--- config.mk ---
export PLATFORM = sky130hd
export DESIGN_NAME = two_line_lcd_scroll_terminal_unit
export DESIGN_NICKNAME = d
export VERILOG_FILES = /design/src/tlst_pkg.sv /design/src/tlst_front.sv /design/src/tlst_queue.sv /design/src/tlst_back.sv /design/src/two_line_lcd_scroll_terminal_unit.sv
export SDC_FILE = /design/constraint.sdc
export NUM_CORES = 1
export LEC_CHECK = 0
export BUFFER_PORTS_ARGS = -buffer_cell sky130_fd_sc_hd__buf_2
export CAP_MARGIN = 20
export CORE_AREA = 2 2 167 87
export DETAILED_ROUTE_END_ITERATION = 8
export DIE_AREA = 0 0 169 89
export GPL_TIMING_DRIVEN = 0
export HOLD_SLACK_MARGIN = 0.1
export PLACE_DENSITY = 0.93
export SYNTH_ARGS = -nofsm -noshare
export SYNTH_HDL_FRONTEND = slang
export SYNTH_SLANG_ARGS = --single-unit
--- constraint.sdc ---
create_clock -name clk -period 6.8 [get_ports clk]
set_clock_uncertainty 0.2 [all_clocks]
set_input_delay 1.36 -clock clk [delete_from_list [all_inputs] [get_ports clk]]
set_output_delay 1.36 -clock clk [all_outputs]
set_load 0.01 [all_outputs]
--- src/tlst_pkg.sv ---
// ----------------------------------------------------------------------------
// tlst_pkg
// Shared types and constants for the two-line LCD scroll terminal.
// ----------------------------------------------------------------------------
package tlst_pkg;

	localparam logic [7:0] CR_CODE = 8'd13;

	typedef enum logic [1:0] {
		KIND_DATA  = 2'd0,
		KIND_CLEAR = 2'd1,
		KIND_GOTO  = 2'd2
	} cmd_kind_t;

	// classified input word handed from front to back
	typedef struct packed {
		logic       is_cr;
		logic [7:0] code;
	} op_t;

	typedef enum logic [2:0] {
		ST_IDLE,
		ST_CLEAR,
		ST_HOME,
		ST_REPLAY,
		ST_TAIL
	} seq_state_t;

endpackage

--- src/tlst_front.sv ---
// ----------------------------------------------------------------------------
// tlst_front
// Input stage: accepts received bytes and tags carriage returns.
// ----------------------------------------------------------------------------
module tlst_front import tlst_pkg::*; (
	input  logic       clk,
	input  logic       arst_n,
	input  logic [7:0] char_code,
	input  logic       char_valid,
	output logic       char_ready,
	output op_t        op,
	output logic       op_valid,
	input  logic       op_ready
);

	logic v_s1;
	op_t  op_s1;

	assign char_ready = !v_s1 || op_ready;
	assign op_valid   = v_s1;
	assign op         = op_s1;

	always_ff @(posedge clk or negedge arst_n) begin
		if (!arst_n) begin
			v_s1 <= 1'b0;
		end else if (char_ready) begin
			v_s1 <= char_valid;
		end
	end

	always_ff @(posedge clk) begin
		if (char_valid && char_ready) begin
			op_s1.is_cr <= (char_code == CR_CODE);
			op_s1.code  <= char_code;
		end
	end

endmodule

--- src/tlst_queue.sv ---
// ----------------------------------------------------------------------------
// tlst_queue
// Two-entry word queue between the input stage and the command sequencer.
// ----------------------------------------------------------------------------
module tlst_queue import tlst_pkg::*; (
	input  logic clk,
	input  logic arst_n,
	input  op_t  push_op,
	input  logic push_valid,
	output logic push_ready,
	output op_t  pop_op,
	output logic pop_valid,
	input  logic pop_ready
);

	localparam int unsigned DEPTH = 2;

	op_t        entry_q [DEPTH];
	logic       wr_ptr_q;
	logic       rd_ptr_q;
	logic [1:0] cnt_q;
	logic       push;
	logic       pop;

	assign push_ready = (cnt_q != 2'(DEPTH));
	assign pop_valid  = (cnt_q != 2'd0);
	assign pop_op     = entry_q[rd_ptr_q];
	assign push       = push_valid && push_ready;
	assign pop        = pop_valid && pop_ready;

	always_ff @(posedge clk or negedge arst_n) begin
		if (!arst_n) begin
			wr_ptr_q <= 1'b0;
			rd_ptr_q <= 1'b0;
			cnt_q    <= 2'd0;
		end else begin
			if (push) begin
				wr_ptr_q <= !wr_ptr_q;
			end
			if (pop) begin
				rd_ptr_q <= !rd_ptr_q;
			end
			if (push && !pop) begin
				cnt_q <= cnt_q + 2'd1;
			end else if (pop && !push) begin
				cnt_q <= cnt_q - 2'd1;
			end
		end
	end

	always_ff @(posedge clk) begin
		if (push) begin
			entry_q[wr_ptr_q] <= push_op;
		end
	end

endmodule

--- src/tlst_back.sv ---
// ----------------------------------------------------------------------------
// tlst_back
// Command sequencer: tracks the cursor, keeps the lower line, replays it on
// scroll and emits LCD commands through an output register.
// ----------------------------------------------------------------------------
module tlst_back import tlst_pkg::*; #(
	parameter int unsigned COLUMNS = 16
) (
	input  logic       clk,
	input  logic       arst_n,
	input  op_t        op,
	input  logic       op_valid,
	output logic       op_ready,
	output logic [1:0] command_kind,
	output logic [7:0] char_value,
	output logic       cursor_row,
	output logic [3:0] cursor_column,
	output logic       last_of_run,
	output logic       cmd_valid,
	input  logic       cmd_ready
);

	localparam int unsigned CW = $clog2(COLUMNS + 1);
	localparam int unsigned IW = $clog2(COLUMNS);

	seq_state_t state_q, state_d;
	logic          row_q, row_d;
	logic [CW-1:0] col_q, col_d;
	logic [CW-1:0] filled_q, filled_d;
	logic [CW-1:0] idx_q, idx_d;
	logic [CW-1:0] col_inc;
	logic [IW-1:0] rd_addr;
	logic [7:0]    rd_q;
	logic [7:0]    line_mem [COLUMNS];
	logic          wr_en;
	logic          slot_free;

	logic          emit;
	cmd_kind_t     e_kind;
	logic [7:0]    e_char;
	logic          e_row;
	logic [CW-1:0] e_col;
	logic          e_last;

	logic       cmd_valid_q;
	cmd_kind_t  kind_q;
	logic [7:0] char_q;
	logic       row_out_q;
	logic [3:0] col_out_q;
	logic       last_q;

	assign slot_free = !cmd_valid_q || cmd_ready;
	assign col_inc   = col_q + CW'(1);

	always_comb begin
		state_d  = state_q;
		row_d    = row_q;
		col_d    = col_q;
		filled_d = filled_q;
		idx_d    = idx_q;
		op_ready = 1'b0;
		wr_en    = 1'b0;
		emit     = 1'b0;
		e_kind   = KIND_GOTO;
		e_char   = 8'd0;
		e_row    = 1'b0;
		e_col    = '0;
		e_last   = 1'b0;
		case (state_q)
			ST_IDLE: begin
				if (op_valid && slot_free) begin
					op_ready = 1'b1;
					emit     = 1'b1;
					if (op.is_cr) begin
						col_d = '0;
						if (!row_q) begin
							row_d  = 1'b1;
							e_kind = KIND_GOTO;
							e_row  = 1'b1;
							e_last = 1'b1;
						end else begin
							filled_d = col_q;
							e_kind   = KIND_CLEAR;
							state_d  = ST_HOME;
						end
					end else begin
						wr_en  = row_q;
						e_kind = KIND_DATA;
						e_char = op.code;
						if (col_inc == CW'(COLUMNS)) begin
							col_d = '0;
							if (!row_q) begin
								row_d   = 1'b1;
								state_d = ST_TAIL;
							end else begin
								filled_d = CW'(COLUMNS);
								state_d  = ST_CLEAR;
							end
						end else begin
							col_d   = col_inc;
							state_d = ST_TAIL;
						end
					end
				end
			end
			ST_CLEAR: begin
				if (slot_free) begin
					emit    = 1'b1;
					e_kind  = KIND_CLEAR;
					state_d = ST_HOME;
				end
			end
			ST_HOME: begin
				if (slot_free) begin
					emit    = 1'b1;
					e_kind  = KIND_GOTO;
					idx_d   = '0;
					state_d = ST_REPLAY;
				end
			end
			ST_REPLAY: begin
				if (slot_free) begin
					emit = 1'b1;
					// stop at the end of the saved line or at a zero byte
					if (idx_q == filled_q || rd_q == 8'd0) begin
						e_kind  = KIND_GOTO;
						e_row   = row_q;
						e_col   = col_q;
						e_last  = 1'b1;
						state_d = ST_IDLE;
					end else begin
						e_kind = KIND_DATA;
						e_char = rd_q;
						idx_d  = idx_q + CW'(1);
					end
				end
			end
			ST_TAIL: begin
				if (slot_free) begin
					emit    = 1'b1;
					e_kind  = KIND_GOTO;
					e_row   = row_q;
					e_col   = col_q;
					e_last  = 1'b1;
					state_d = ST_IDLE;
				end
			end
			default: begin
				state_d = ST_IDLE;
			end
		endcase
	end

	// prefetch the entry the replay will need next
	assign rd_addr = (idx_d < CW'(COLUMNS)) ? idx_d[IW-1:0] : '0;

	always_ff @(posedge clk or negedge arst_n) begin
		if (!arst_n) begin
			state_q     <= ST_IDLE;
			row_q       <= 1'b0;
			col_q       <= '0;
			filled_q    <= '0;
			idx_q       <= '0;
			cmd_valid_q <= 1'b0;
		end else begin
			state_q  <= state_d;
			row_q    <= row_d;
			col_q    <= col_d;
			filled_q <= filled_d;
			idx_q    <= idx_d;
			if (emit) begin
				cmd_valid_q <= 1'b1;
			end else if (cmd_ready) begin
				cmd_valid_q <= 1'b0;
			end
		end
	end

	always_ff @(posedge clk) begin
		if (wr_en) begin
			line_mem[col_q[IW-1:0]] <= op.code;
		end
		rd_q <= line_mem[rd_addr];
	end

	always_ff @(posedge clk) begin
		if (emit) begin
			kind_q    <= e_kind;
			char_q    <= e_char;
			row_out_q <= e_row;
			col_out_q <= 4'(e_col);
			last_q    <= e_last;
		end
	end

	assign command_kind  = kind_q;
	assign char_value    = char_q;
	assign cursor_row    = row_out_q;
	assign cursor_column = col_out_q;
	assign last_of_run   = last_q;
	assign cmd_valid     = cmd_valid_q;

endmodule

--- src/two_line_lcd_scroll_terminal_unit.sv ---
// A byte passes the input register, the queue and the output register before its first LCD command leaves.
// Throughput: the sequencer issues one command per cycle unless cmd_ready holds it off;
// a byte makes 1-2 commands normally, up to COLUMNS + 4 on a scroll.
// A two-word queue lets bytes keep arriving while a scroll is replayed, until it is full.
// Reset: cursor home on the upper row, queue and output emptied; the saved
// lower line is not cleared.
// ----------------------------------------------------------------------------
// two_line_lcd_scroll_terminal_unit
// Drives a two-row character LCD as a scrolling terminal, one byte at a time.
// ----------------------------------------------------------------------------
module two_line_lcd_scroll_terminal_unit import tlst_pkg::*; #(
	parameter int unsigned COLUMNS = 16
) (
	input  logic       clk,
	input  logic       arst_n,
	input  logic [7:0] char_code,
	input  logic       char_valid,
	output logic       char_ready,
	output logic [1:0] command_kind,
	output logic [7:0] char_value,
	output logic       cursor_row,
	output logic [3:0] cursor_column,
	output logic       last_of_run,
	output logic       cmd_valid,
	input  logic       cmd_ready
);

	op_t  f_op;
	logic f_valid;
	logic f_ready;
	op_t  q_op;
	logic q_valid;
	logic q_ready;

	tlst_front u_front (
		.clk        (clk),
		.arst_n     (arst_n),
		.char_code  (char_code),
		.char_valid (char_valid),
		.char_ready (char_ready),
		.op         (f_op),
		.op_valid   (f_valid),
		.op_ready   (f_ready)
	);

	tlst_queue u_queue (
		.clk        (clk),
		.arst_n     (arst_n),
		.push_op    (f_op),
		.push_valid (f_valid),
		.push_ready (f_ready),
		.pop_op     (q_op),
		.pop_valid  (q_valid),
		.pop_ready  (q_ready)
	);

	tlst_back #(
		.COLUMNS (COLUMNS)
	) u_back (
		.clk           (clk),
		.arst_n        (arst_n),
		.op            (q_op),
		.op_valid      (q_valid),
		.op_ready      (q_ready),
		.command_kind  (command_kind),
		.char_value    (char_value),
		.cursor_row    (cursor_row),
		.cursor_column (cursor_column),
		.last_of_run   (last_of_run),
		.cmd_valid     (cmd_valid),
		.cmd_ready     (cmd_ready)
	);

`ifndef SYNTHESIS
	a_last_is_goto: assert property (@(posedge clk) disable iff (!arst_n)
		cmd_valid && last_of_run |-> command_kind == KIND_GOTO)
		else $error("run ends on a command other than set position");

	a_pos_only_goto: assert property (@(posedge clk) disable iff (!arst_n)
		cmd_valid && command_kind != KIND_GOTO |-> !cursor_row && cursor_column == 4'd0)
		else $error("cursor fields set on a non-position command");

	a_char_only_data: assert property (@(posedge clk) disable iff (!arst_n)
		cmd_valid && command_kind != KIND_DATA |-> char_value == 8'd0)
		else $error("character set on a non-data command");

	a_no_pop_empty: assert property (@(posedge clk) disable iff (!arst_n)
		q_ready |-> q_valid)
		else $error("sequencer took a word from an empty queue");
`endif

endmodule
# [Word-level counts from Yosys, hierarchy flattened]
# Memory sizes are Yosys's and may differ from the RTL's. A register that Yosys moved wholly into a read port is not among the register bits.
# Cells that the tools add are included.
# Widths: inputs -> output; s select.
[word_totals] ff_bits=50 mem_bits_rw=146 in_bits=12 out_inout_bits=18 wordCells=130 mem_count=2
[memory_table] name="u_back.line_mem" depth=16 word_bits=8 read_ports=1 rd_ports_with_merged_regs=1 write_ports=1 line="tlst_back.sv:34" rtl="logic [7:0] line_mem [COLUMNS];"
[memory_table] name="u_queue.entry_q" depth=2 word_bits=9 read_ports=1 rd_ports_with_merged_regs=0 write_ports=1 line="tlst_queue.sv:18" rtl="op_t entry_q [DEPTH];"
[classes] addsub=4 n_lt_le_gt_ge=1 n_eq_ne=15 n_mux=65 reduce_logical=26
[op_table] cell="$mux 5" count=9
[op_table] cell="$mux 8" count=4
[op_table] cell="$mux 3" count=10
[op_table] cell="$mux 1" count=22
[op_table] cell="$mux 2" count=8
[op_table] cell="$mux 4" count=4
[op_table] cell="$pmux 8 s2" count=1
[op_table] cell="$pmux 3 s5" count=1
[op_table] cell="$ne 2x1->1 const B" count=6
[op_table] cell="$add 5x1->5 const B" count=2
[op_table] cell="$pmux 5 s2" count=1
[op_table] cell="$eq 8x4->1 const B" count=1
[op_table] cell="$logic_not 8->1" count=1
[op_table] cell="$pmux 4 s2" count=1
[op_table] cell="$reduce_bool 2->1" count=4
[op_table] cell="$reduce_and 7->1" count=1
[op_table] cell="$eq 3x2->1 const B" count=2
[op_table] cell="$logic_and 1x1->1" count=6
[op_table] cell="$logic_not 1->1" count=6
[op_table] cell="$pmux 1 s3" count=2
[op_table] cell="$pmux 2 s3" count=1
[op_table] cell="$eq 5x5->1" count=1
[op_table] cell="$eq 5x5->1 const B" count=1
[op_table] cell="$lt 5x5->1 const B" count=1
[op_table] cell="other kinds (13)" count=15

# [Logic depth before layout (Yosys ltp)]
# Gate-level depths: netlist of the first run.
[depth] word_depth=9 ltp_mapped=10 ltp_nobuf=9

# [Cells and area by module]
# Synthesis of the first run repeated with hierarchy kept, for this count alone.
[hier_totals] cells_unflattened=564 area_unflattened_um2=8495.6
[by_module_without_submodules] module="tlst_back" n_inst=1 cells_each=502 area_each_um2=7300.8 seq_area_each_um2=4984.8
[by_module_without_submodules] module="tlst_queue" n_inst=1 cells_each=46 area_each_um2=860.8 seq_area_each_um2=640.6
[by_module_without_submodules] module="tlst_front" n_inst=1 cells_each=16 area_each_um2=334.1 seq_area_each_um2=295.3

# [Least setup slack after synthesis of the first run]
# No wires, ideal clock.
[synth_timing] kind="input -> register" start="input port cmd_ready" end="memory u_back.line_mem[5][0] (enable)" setup_ns=0.383 arrival_ns=3.068 t_required_ns=6.217 path_slack_ns=3.149 path_stages=7 n_path_buf=1 cell_sequence="nor2b_1 -> clkbuf_1 -> nor4_2 -> nand2_1 -> clkinv_1 -> nand2_1 -> nor3_1"
[synth_via] elab_chain_len=6
[synth_rtl] element="start, declared" line="two_line_lcd_scroll_terminal_unit.sv:25" rtl="input logic cmd_ready"
[synth_rtl] element="$logic_or 1x1->1" line="tlst_back.sv:52" rtl="assign slot_free = !cmd_valid_q || cmd_ready;"
[synth_rtl] element="$logic_and 1x1->1" line="tlst_back.sv:71" rtl="if (op_valid && slot_free) begin"
[synth_rtl] element="$mux 1" line="tlst_back.sv:71"
[synth_rtl] element="$mux 1" line="tlst_back.sv:69" rtl="case (state_q)"
[synth_rtl] element="$mux 1" line="tlst_back.sv:180" rtl="if (wr_en) begin"
[synth_rtl] element="$mux 1 (implied by the code)" line="tlst_back.sv:181" rtl="line_mem[col_q[IW-1:0]] <= op.code;"
[synth_rtl] element="end, declared" line="tlst_back.sv:34"
# No other way between the ends.

# [Final worst setup path of the first run]
[layout_timing] start="input port cmd_ready" end="memory u_back.line_mem[5][1] (enable)"
# Same word-level chain as after synthesis.

==> run summary, run 1 <==
The share of cells above drive strength 1 came out at 21.6%. Summing over every cut layer, the via total after detailed routing is 6005. The final cycle utilization of the critical path came out at 62.5%. The number of placed instances with taps included is 821. The headroom to the max-slew limit came out at 34.8%. The worst endpoint data arrival time is 4.23 ns.

The number of gates given a new drive strength after cts came out at 0. The number of synthesized flops with an enable pin is 171. After detailed routing, the average wire length per cell comes to 25.0 um.

In the routed layout, each cell is associated on average with a via count of 7.02. The number of clock buffers inserted by TritonCTS is 18. The global-route wire length before repair came out at 32.1 mm. The delay of the slowest critical-path stage came out at 0.69 ns. The critical path buffer and inverter count came out at 4. The core box area came out at 13400 um^2. For this run, asynchronously set or reset flops after synthesis account for 12.3%.

The clock-pin slew of the registers on the worst-case setup and hold paths is 0.06 ns. For this design the total switching power over the nets is 1.59 mW. For this run the aggregate overflow at the end of global routing stands at 0. During I/O placement, the number of pins put on the boundary was 30. The detail route stage leaves a number of antenna-violating nets equal to 0.

The maximum clock rate came out at 235 MHz. The signal on the critical path passes through buf_2 -> nor2b_1 -> clkbuf_1 -> nor4_2 -> nand2_1 -> clkinv_1 -> nand2_1 -> nor3_1 -> buf_2. The initial cell density of the core is 65.3%. The maximum buffer depth of the clock tree is 3. The count of maximum capacitance violations is 0. The cell family contributing the most delay on the critical path is simple AND/OR/NAND/NOR gates. The post-synthesis to final-layout area growth came out at 12.5%. For this design the static power due to leakage is 3.50 nW. The number of different library cells used by synthesis comes to 63.

The pin slew with the least headroom to its limit is 0.971 ns. STA classifies the critical path endpoint as a flop. Setup violations remaining at the end of the flow were counted as 0. After synthesis, the mean cell area works out to 14.4 um^2. The via count of the first global-routing pass was 5780.

In this run the core area contains 30 standard-cell rows. The kind of critical path is primary input to flop. Overall power consumption after layout is estimated at 4.46 mW. The flow ran to the end, and the final reports show no timing, DRC or antenna violations. The total power divided by cell area is 452 nW/um^2. Net switching is 35.6% of the power. Summing every instance area after synthesis gives 8770 um^2. The worst path needs 4.25 ns of the cycle, external delays included. The count of endpoints failing hold in the final timing report is 0. The combinational share of power came out at 35.1%. The number of levels in the clock H-tree came out at 1. Measured along the y axis, the die boundary spans 89 um. The clock power share came out at 24.8%.

The number of nets in the synthesized netlist is 626. The cell internal power dissipation came out at 2.87 mW. The length of the first detailed-routing pass in iterations came out at 6. The clock sink count is 204. The slowest stage of the critical path is the sky130_fd_sc_hd__nor3_1 cell. The remaining design rule violation count came out at 0. The portion of the post-synthesis area used by sequential elements is 67.5%. Once the clock tree was built, the setup fixing pass inserted 0 buffers. The summed negative setup slack over all endpoints is 0 ns. The final-layout fill cell count is 709.

The last weighted congestion value of the routability-driven placer is 1.10. The clock latency reported for the late side of the worst-skew pair is 0.49 ns. At the end of the flow the core is filled with cells to 73.4%. The number of instances in the synthesized netlist is 608. The initial antenna violation count came to 2. Once layout is done, the placed cells without fillers occupy 9870 um^2. The largest net degree at the start of global routing came out at 26. Yosys printed 0 warnings.

For this block, the initial DRC count from the detailed router was 930. STA classifies the critical path startpoint as a primary input. The number of hold buffers added after CTS was 0. The commonest register cell after synthesis is sky130_fd_sc_hd__edfxtp_1. The number of pins exceeding their max-slew limit in the final report is 0. The final standard cell count with taps included and fillers excluded came out at 856. Setup repair after global routing left no endpoint under its margin. The largest fanout on the critical path is 10. The register share of total power came out at 40.1%. The horizontal die dimension is 169 um.

The placed wire-length estimate is 13.4 mm. The area of the die is 15000 um^2. The total wire length after detailed routing came out at 21.4 mm. After detailed placement, the total cell area comes to 9210 um^2. In this run, synthesis produced a sequential element count of 204. The net total in the final layout is 685. TritonCTS built the clock tree. The total track usage came out at 28.8%.

Across the VDD grid, the largest voltage drop is 0.000237 V. The worst hold path belongs to the class flop to flop. The number of port buffers came out at 29.

The CTS root buffer is sky130_fd_sc_hd__clkbuf_16. The data required time of the worst path came out at 6.78 ns.
## layout by cell type (no fill, tap or decap), drive strengths merged, types with 7 or more instances in the layout
master,synthesis,final
buf,15,54
dfrtp,25,25
mux2,41,41
inv,41,41
nor3,11,11
nor4,7,7
clkbuf,23,52
dfxtp,8,8
o21ai,13,13
nand3,9,9
nand2,22,22
nor2,21,21
a22o,12,12
a21oi,7,7
xnor2,7,7
o221ai,32,32
edfxtp,171,171
nand4,10,10
o211ai,64,64
## metrics by stage
| stage | hold slack [ns] | setup slack (ns) |
|---|---|---|
| CTS | 0.249 | 2.78 |
| finish | 0.245 | 2.55 |
| global placement | 0.225 | 2.27 |
| global route | 0.256 | 2.35 |
| detailed placement | 0.233 | 2.43 |
| floorplan | 0.221 | 3.15 |
## kinds of logic after synthesis
| group | share of synthesized area, % |
|---|---|
| muxes | 5.38 |
| adders and majority gates | 0.856 |
| DFF | 67.5 |
| AOI/OAI and AO/OA | 13.8 |
| xor gates and xnor gates | 0.999 |
| and+or+nand+nor | 7.35 |
| buffers and inverters | 4.17 |
## metal layers
metal  track usage [%]  wire (um)  up-vias  share of wire, %
met2              46.2       9480      527                44
li1                  -          -     2500                 -
met4              13.4       1230        2               5.7
met1              37.6       7780     2834                36
met3              8.23       2900      142                14
met5                 0          9        -             0.042
## Yosys cell counts (all sizes together), types with 2 or more instances
| master | instances | area, um^2 |
|---|---|---|
| nor2 | 21 | 81.3 |
| o221ai | 32 | 280 |
| o211ai | 64 | 480 |
| o21ai | 13 | 72.6 |
| dfrtp | 25 | 626 |
| nand3b | 4 | 30.0 |
| xnor2 | 7 | 61.3 |
| o21a | 4 | 46.3 |
| nand3 | 9 | 50.1 |
| nor3 | 11 | 55.1 |
| nand2b | 6 | 45.0 |
| dfxtp | 8 | 160 |
| or2 | 4 | 25.0 |
| and3 | 4 | 25.0 |
| a21oi | 7 | 38.8 |
| a22o | 12 | 105 |
| xor2 | 3 | 26.3 |
| o31ai | 2 | 15.0 |
| nand4 | 10 | 62.6 |
| clkbuf | 23 | 87.6 |
| nor3b | 2 | 37.5 |
| nor4 | 7 | 62.6 |
| or4 | 2 | 15.0 |
| ha | 6 | 75.1 |
| o22ai | 3 | 18.8 |
| inv | 41 | 154 |
| a31oi | 4 | 40.0 |
| buf | 15 | 120 |
| a22oi | 4 | 35.0 |
| edfxtp | 171 | 5130 |
| mux2 | 41 | 462 |
| nand2 | 22 | 82.6 |
| a21o | 3 | 22.5 |
| and2 | 5 | 31.3 |
## flip-flops by register name, indices dropped and copies added, names as in the netlist, 2 cells and up
register	cells
u_back.rd_q	8
u_back.cursor_column	4
u_back.state_q	3
u_back.filled_q	5
u_back.idx_q	5
u_queue.entry_q	18
u_queue.cnt_q	2
u_back.command_kind	2
u_front.op	9
u_back.char_value	8
u_back.col_q	5
u_back.line_mem	128
## power by group through the flow
stage | clock (mW) | combinational, mW | sequential (mW)
final | 1.11 | 1.57 | 1.79
after global routing | 1.15 | 1.64 | 1.80
after CTS | 1.11 | 1.50 | 1.78
after detailed placement | 0 | 1.46 | 1.80
after global placement | 0 | 1.38 | 1.79
after floorplan | 0 | 0.986 | 1.80
## area by class of cell
class	count	area [um^2]	share of cell area, %
multi-input combinational	324	2500	25.4
buffer	38	208	2.10
timing repair buffer	39	209	2.12
sequential	204	5920	60.0
clock buffer	29	584	5.92
inverter	42	158	1.60
tap	176	220	2.23
antenna	1	2.50	0.0254
clock inverter	3	65.1	0.659
## path summary, 6_finish.rpt
check	from	endpoint	slack, ns	cells past startpoint
max	cmd_ready	u_back.line_mem[5][1]	2.55	9
min	u_front.op[2]	u_queue.entry_q[0][2]	0.25	0
max reg2reg	u_back.state_q[0]	u_back.line_mem[5][1]	2.95	8
min reg2reg	u_front.op[2]	u_queue.entry_q[0][2]	0.25	0
max in group asynchronous	arst_n	u_back.filled_q[3]	5.35	1
min in group asynchronous	arst_n	u_back.idx_q[1]	0.66	1
No activity file was read; power rests on OpenSTA's default activity.
==> inputs of run 2 (changes only) <==
--- a/config.mk
+++ b/config.mk
@@ -7,12 +7,12 @@
 export LEC_CHECK = 0
 export BUFFER_PORTS_ARGS = -buffer_cell sky130_fd_sc_hd__buf_2
 export CAP_MARGIN = 20
-export CORE_AREA = 2 2 167 87
+export CORE_AREA = 2 2 172 90
 export DETAILED_ROUTE_END_ITERATION = 8
-export DIE_AREA = 0 0 169 89
+export DIE_AREA = 0 0 174 92
 export GPL_TIMING_DRIVEN = 0
 export HOLD_SLACK_MARGIN = 0.1
-export PLACE_DENSITY = 0.93
+export PLACE_DENSITY = 0.88
 export SYNTH_ARGS = -nofsm -noshare
 export SYNTH_HDL_FRONTEND = slang
 export SYNTH_SLANG_ARGS = --single-unit
==> constraint.sdc (replaced) <==
create_clock -name clk -period 4.2 [get_ports clk]
set_clock_uncertainty 0.2 [all_clocks]
set_input_delay 0.84 -clock clk [delete_from_list [all_inputs] [get_ports clk]]
set_output_delay 0.84 -clock clk [all_outputs]
set_load 0.01 [all_outputs]
==> run summary, run 2 (same netlist as run 1, synthesis figures left out) <==
The area of the die came out at 16000 um^2 (was 15000 um^2). The reg-to-reg startpoint was u_back.state_q[0] (unchanged). The number of antenna diodes is 0 (was 1).

The number of pins exceeding their max-slew limit in the final report came to 0 (unchanged). Leading cell types in the layout, fill and taps excluded: sky130_fd_sc_hd__edfxtp_1, sky130_fd_sc_hd__o211ai_1, sky130_fd_sc_hd__inv_1, sky130_fd_sc_hd__mux2_2, sky130_fd_sc_hd__buf_2 (was sky130_fd_sc_hd__edfxtp_1, sky130_fd_sc_hd__o211ai_1, sky130_fd_sc_hd__buf_2, sky130_fd_sc_hd__inv_1, sky130_fd_sc_hd__mux2_2). The total power divided by cell area is 724 nW/um^2 (was 452 nW/um^2).

The total wire length after detailed routing is 21.4 mm (about the same). The final-report setup violation count came out at 0 (unchanged). The worst endpoint data arrival time is 3.60 ns (was 4.23 ns). The largest net degree at the start of global routing came to 26 (unchanged). The total power after layout came out at 7.15 mW (was 4.46 mW).

The buffer count from post-CTS setup fixing is 0 (unchanged). The leakage power summed over all cells was 3.48 nW (was 3.50 nW). Counting I/O delays and the setup requirement, the final critical path takes 3.61 ns. The wire length per cell is 24.2 um (was 25.0 um). The largest fanout on the critical path was 10 (unchanged). The slack of the worst reg-to-reg path came to 0.59 ns (was 2.95 ns).

The clock sink count is 204 (unchanged). The number of cell rows is 32 (was 30). The vertical extent of the die is 92 um (was 89 um). The total area of multi-input combinational cells is 2500 um^2 (unchanged).

The remaining design rule violation count is 0 (unchanged). The initial antenna violation count came out at 0 (was 2). The data required time of the worst path is 4.19 ns (was 6.78 ns). The critical path's slowest cell is sky130_fd_sc_hd__nor3_1 (unchanged). The post-synthesis to final-layout area growth came out at 12.6% (was 12.5%). The logic depth of the worst register-to-register path came to 8 (unchanged). The final core area utilization came out at 67.0% (was 73.4%). The total area of sequential cells is 5920 um^2 (unchanged).

The critical path endpoint category is a flop (unchanged). The initial cell density of the core came to 59.5% (was 65.3%). The placed wire-length estimate came to 15.0 mm (was 13.4 mm). The number of placed instances with taps included came to 849 (was 821). The worst IR drop on VDD came out at 0.000470 V (was 0.000237 V). The number of DRC markers in iteration 0 is 822 (was 930). The share of cells above drive strength 1 came out at 21.8% (was 21.6%). The detail-routed via count per cell is 6.57 (was 7.02). The number of gates given a new drive strength after cts is 0 (unchanged). The delay of the slowest critical-path stage is 0.67 ns (was 0.69 ns). The final cycle utilization of the critical path is 85.9%. The final standard cell count with taps included and fillers excluded came out at 884 (was 856). The maximum buffer depth of the clock tree came to 3 (unchanged). The pin slew with the least headroom to its limit came out at 0.887 ns (was 0.971 ns).

The length of the first detailed-routing pass in iterations is 7 (was 6). The final-layout fill cell count came out at 1007 (was 709). The critical path buffer and inverter count is 3 (was 4).

Timing would allow up to 277 MHz. The number of levels in the clock H-tree came out at 1 (unchanged). The headroom to the max-slew limit is 40.7% (was 34.8%). The detailed-route via count came to 5811 (was 6005).

The clock-pin slew of the registers on the worst-case setup and hold paths is 0.07 ns (was 0.06 ns). The CTS root buffer is sky130_fd_sc_hd__clkbuf_16 (unchanged). RSZ-0062 raised after global routing: false (unchanged). The via count of the first global-routing pass is 5630 (was 5780). The clock tree from TritonCTS is built (unchanged).

The clock latency reported for the late side of the worst-skew pair came out at 0.49 ns (about the same). The hold slack came to 0.147 ns (was 0.245 ns). The number of top-level pins came out at 30 (unchanged). The number of nets with antenna violations after detailed routing came to 0 (unchanged). The kind of critical path was flop to flop (was primary input to flop). The critical register-to-register path endpoint is u_back.line_mem[6][3] (was u_back.line_mem[5][1]). The count of endpoints failing hold in the final timing report came out at 0 (unchanged). The net total in the final layout is 686 (was 685). The most common cell after layout, fill and taps aside is sky130_fd_sc_hd__edfxtp_1 (unchanged). Ordered cell list for the critical path: clkbuf_1 -> or2_2 -> nor4_2 -> nand2_1 -> clkinv_1 -> nand2_1 -> nor3_1 -> buf_4 (was buf_2 -> nor2b_1 -> clkbuf_1 -> nor4_2 -> nand2_1 -> clkinv_1 -> nand2_1 -> nor3_1 -> buf_2). The last weighted congestion value of the routability-driven placer is 0.976 (was 1.10).

The number of port buffers was 29 (unchanged). The flip-flop count of the largest register, all copies and words added is 128 (unchanged). The hold-fix buffer count after cts came out at 0 (unchanged).

The summed negative setup slack over all endpoints came out at 0 ns (unchanged). The kind of cell adding the most delay to the critical path is simple AND/OR/NAND/NOR gates (unchanged). The global-route wire length before repair came to 32.5 mm (was 32.1 mm). The path type of the worst min-delay path is primary input to asynchronous set/reset pin (was flop to flop). The core box area came to 14700 um^2 (was 13400 um^2). The horizontal die dimension is 174 um (was 169 um). The total track usage came to 27.2% (was 28.8%). The number of clock buffers inserted by TritonCTS came out at 18 (unchanged). The count of maximum capacitance violations is 0 (unchanged). The library cell appearing most often on the critical path is sky130_fd_sc_hd__nand2_1.

The launching element type of the critical path is a flop (was primary input). Status: complete, no violations (unchanged). The final global-route overflow total came out at 0 (unchanged).
==> run 2: worst max path at each step <==
stage	startpoint	end	slack (ns)	cells after the start
CTS	u_back.state_q[0]	u_back.line_mem[6][0]	0.77	8
floorplan	cmd_ready	u_back.line_mem[5][0]	1.07	7
detailed placement	cmd_ready	u_back.line_mem[6][4]	0.44	9
finish	u_back.state_q[0]	u_back.line_mem[6][3]	0.59	8
global route	u_back.state_q[0]	u_back.line_mem[6][6]	0.50	8
global placement	cmd_ready	u_back.line_mem[6][4]	0.08	8
==> run 2: final cells by class <==
type	count	share of cell area (%)
flip-flops and latches	204	60.0
multi-input cells	324	25.3
clock buffers	22	5.13
well taps	204	2.59
repair buffers	40	2.27
plain buffers	38	2.10
inverters	42	1.60
clock inverters	10	1.00
==> run 2: power by group <==
part | total [mW] | internal (mW) | switching [mW]
Sequential | 2.89 | 2.72 | 0.169
Clock | 1.70 | 0.982 | 0.715
Combinational | 2.56 | 0.854 | 1.71
Total | 7.15 | 4.56 | 2.59
==> run 2: layer usage <==
layer | share of wire, % | global-route usage (%) | vias to the layer above | routed length (um)
met3 | 15 | 10.4 | 59 | 3270
met5 | 0.36 | 3.85 | - | 76
li1 | - | - | 2509 | -
met1 | 41 | 40.1 | 2824 | 8720
met4 | 2.1 | 5.88 | 2 | 453
met2 | 41 | 38.3 | 417 | 8860
==> run 2: through the flow <==
stage          worst slack, ns  area [um^2]
2_1_floorplan             1.07         8770
3_3_place_gp            0.0785         9170
3_5_place_dp             0.435         9250
4_1_cts                  0.768         9850
5_1_grt                  0.500         9870
6_report                 0.590         9870
==> inputs of run 3 (changes only) <==
--- a/config.mk
+++ b/config.mk
@@ -7,12 +7,12 @@
 export LEC_CHECK = 0
 export BUFFER_PORTS_ARGS = -buffer_cell sky130_fd_sc_hd__buf_2
 export CAP_MARGIN = 20
-export CORE_AREA = 2 2 172 90
+export CORE_AREA = 2 2 122 124
 export DETAILED_ROUTE_END_ITERATION = 8
-export DIE_AREA = 0 0 174 92
+export DIE_AREA = 0 0 124 126
 export GPL_TIMING_DRIVEN = 0
 export HOLD_SLACK_MARGIN = 0.1
-export PLACE_DENSITY = 0.88
+export PLACE_DENSITY = 0.89
 export SYNTH_ARGS = -nofsm -noshare
 export SYNTH_HDL_FRONTEND = slang
 export SYNTH_SLANG_ARGS = --single-unit
==> run summary, run 3 (same netlist as run 1, synthesis figures left out) <==
The logic depth of the worst register-to-register path is 8 (unchanged). The net total in the final layout is 687 (was 686). The slack of the worst reg-to-reg path came out at 0.41 ns (was 0.59 ns).

The CTS root buffer is sky130_fd_sc_hd__clkbuf_16 (unchanged). The final global-route overflow total came out at 0 (unchanged). The number of levels in the clock H-tree is 1 (unchanged). The clock latency reported for the late side of the worst-skew pair came out at 0.49 ns (about the same). The amount of wire on met2 after detailed routing is 9.93 mm (was 8.86 mm).

The final-layout fill cell count came out at 906 (was 1007). The number of cell rows came out at 44 (was 32). The reg-to-reg startpoint is u_back.state_q[0] (unchanged).

The length of the first detailed-routing pass in iterations came out at 7 (unchanged). The largest fanout on the critical path came to 10 (unchanged). The final standard cell count with taps included and fillers excluded is 867 (was 884). RSZ-0062 raised after global routing: false (unchanged).

Ordered cell list for the critical path: clkbuf_1 -> or2_2 -> nor4_2 -> nand2_1 -> clkinv_1 -> nand2_1 -> nor3_1 -> buf_2 (was clkbuf_1 -> or2_2 -> nor4_2 -> nand2_1 -> clkinv_1 -> nand2_1 -> nor3_1 -> buf_4). The critical path's slowest cell is sky130_fd_sc_hd__nor3_1 (unchanged). The number of pins exceeding their max-slew limit in the final report is 0 (unchanged). The final-report setup violation count came to 0 (unchanged). The post-placement cell area came to 9200 um^2 (was 9250 um^2).

The worst endpoint data arrival time is 3.78 ns (was 3.60 ns). The clock-pin slew of the registers on the worst-case setup and hold paths is 0.06 ns (was 0.07 ns). The post-synthesis to final-layout area growth is 12.7% (was 12.6%).

The kind of cell adding the most delay to the critical path is simple AND/OR/NAND/NOR gates (unchanged). The leakage power summed over all cells came to 3.51 nW (was 3.48 nW). The maximum buffer depth of the clock tree came to 3 (unchanged). Leading cell types in the layout, fill and taps excluded: sky130_fd_sc_hd__edfxtp_1, sky130_fd_sc_hd__o211ai_1, sky130_fd_sc_hd__buf_2, sky130_fd_sc_hd__inv_1, sky130_fd_sc_hd__mux2_2 (was sky130_fd_sc_hd__edfxtp_1, sky130_fd_sc_hd__o211ai_1, sky130_fd_sc_hd__inv_1, sky130_fd_sc_hd__mux2_2, sky130_fd_sc_hd__buf_2). The largest net degree at the start of global routing came out at 26 (unchanged). The number of clock buffers inserted by TritonCTS is 20 (was 18).

The detailed-routing wirelength on met1 came out at 7.71 mm (was 8.72 mm). The total track usage is 27.9% (was 27.2%). The critical path buffer and inverter count came out at 3 (unchanged).

The wire length per cell came out at 24.4 um (was 24.2 um). The critical path endpoint category was a flop (unchanged). The initial cell density of the core is 61.3% (was 59.5%). The placed wire-length estimate is 13.9 mm (was 15.0 mm). The path type of the worst min-delay path is primary input to asynchronous set/reset pin (unchanged). The via count of the first global-routing pass came to 5903 (was 5630). The summed negative setup slack over all endpoints was 0 ns (unchanged). The number of DRC markers in iteration 0 is 886 (was 822). The last weighted congestion value of the routability-driven placer was 1.00 (was 0.976). The final cycle utilization of the critical path came to 90.1% (was 85.9%).

The vertical extent of the die is 126 um (was 92 um). The flip-flop count of the largest register, all copies and words added is 128 (unchanged). The number of nets with antenna violations after detailed routing is 0 (unchanged). The number of top-level pins came out at 30 (unchanged). The library cell appearing most often on the critical path was sky130_fd_sc_hd__nand2_1 (unchanged). The highest metal layer with signal wires was met4 (was met5). The clock period minus worst slack came out at 3.79 ns (was 3.61 ns). The number of placed instances with taps included came out at 828 (was 849).

The buffer count from post-CTS setup fixing is 0 (unchanged). The met3 wire length came to 2.15 mm (was 3.27 mm). The data required time of the worst path is 4.19 ns (about the same). The headroom to the max-slew limit is 34.6% (was 40.7%). The clock sink count is 204 (unchanged).

The detailed-route via count was 5951 (was 5811). The count of endpoints failing hold in the final timing report is 0 (unchanged). The core box area was 14300 um^2 (was 14700 um^2). The total power divided by cell area is 724 nW/um^2 (about the same). The number of antenna diodes is 0 (unchanged). Status: complete, no violations (unchanged). The total wire length after detailed routing is 21.2 mm (was 21.4 mm). The area of the die came out at 15600 um^2 (was 16000 um^2). The maximum clock rate is 264 MHz (was 277 MHz). The clock tree from TritonCTS is built (unchanged). The horizontal die dimension was 124 um (was 174 um). The initial antenna violation count came out at 0 (unchanged).

The hold-fix buffer count after cts came out at 0 (unchanged). The remaining design rule violation count came out at 0 (unchanged). The most common cell after layout, fill and taps aside was sky130_fd_sc_hd__edfxtp_1 (unchanged).

The post-route standard cell area excluding fillers is 9880 um^2 (was 9870 um^2). The critical register-to-register path endpoint is u_back.line_mem[6][7] (was u_back.line_mem[6][3]). The worst IR drop on VDD was 0.000505 V (was 0.000470 V). The delay of the slowest critical-path stage is 0.79 ns (was 0.67 ns).

The number of port buffers came out at 29 (unchanged). The number of gates given a new drive strength after cts is 0 (unchanged). The global-route wire length before repair came to 32.6 mm (was 32.5 mm). The detail-routed via count per cell is 6.86 (was 6.57). The kind of critical path is flop to flop (unchanged).

The count of maximum capacitance violations is 0 (unchanged). The share of cells above drive strength 1 is 21.7% (was 21.8%). The pin slew with the least headroom to its limit is 0.977 ns (was 0.887 ns). The launching element type of the critical path is a flop (unchanged).
[run 3: how the worst max path moves through the flow]
stage,to,startpoint,cells past startpoint
2_1_floorplan,u_back.line_mem[5][0],cmd_ready,7
3_3_place_gp,u_back.line_mem[6][2],cmd_ready,8
3_5_place_dp,u_back.line_mem[5][0],cmd_ready,8
4_1_cts,u_back.line_mem[6][7],u_back.state_q[0],8
5_1_grt,u_back.line_mem[6][7],u_back.state_q[0],8
6_report,u_back.line_mem[6][7],u_back.state_q[0],8
[run 3: cell type report]
type / count / area, um^2 / area share, %
multi-input combinational: 324 / 2500 / 25.3
clock inverter: 6 / 57.6 / 0.582
buffer: 38 / 208 / 2.10
timing repair buffer: 39 / 203 / 2.05
inverter: 42 / 158 / 1.60
clock buffer: 30 / 611 / 6.18
tap: 184 / 230 / 2.33
sequential: 204 / 5920 / 59.9
[run 3: through the flow]
step	setup slack, ns	total power [mW]	utilization (%)	hold WS, ns
2_1_floorplan	1.07	4.52	-	0.221
3_3_place_gp	0.251	5.12	63.9	0.223
3_5_place_dp	0.239	5.28	64.3	0.238
4_1_cts	0.523	7.09	68.9	0.159
5_1_grt	0.243	7.42	69.0	0.193
6_report	0.415	7.16	69.0	0.153
[run 3: power by group]
group          switching, mW  leakage, nW  internal [mW]
clock network          0.719        0.330           1.07
logic                   1.62         1.22          0.848
registers              0.172         1.96           2.72
total                   2.52         3.51           4.64
[run 3: layer usage]
metal / global-route usage, % / up-vias
met5: 0 / -
met4: 14.8 / 0
met3: 5.84 / 113
met2: 44.1 / 450
met1: 36.2 / 2889
li1: - / 2499
[run 3: worst reg2reg max path: stages, from the launching register on]
cell and delay [ns]:
sky130_fd_sc_hd__dfrtp_1 0.43, sky130_fd_sc_hd__clkbuf_1 0.24, sky130_fd_sc_hd__or2_2 0.43, sky130_fd_sc_hd__nor4_2 0.20, sky130_fd_sc_hd__nand2_1 0.31, sky130_fd_sc_hd__clkinv_1 0.33, sky130_fd_sc_hd__nand2_1 0.22, sky130_fd_sc_hd__nor3_1 0.79
sky130_fd_sc_hd__buf_2 0.33
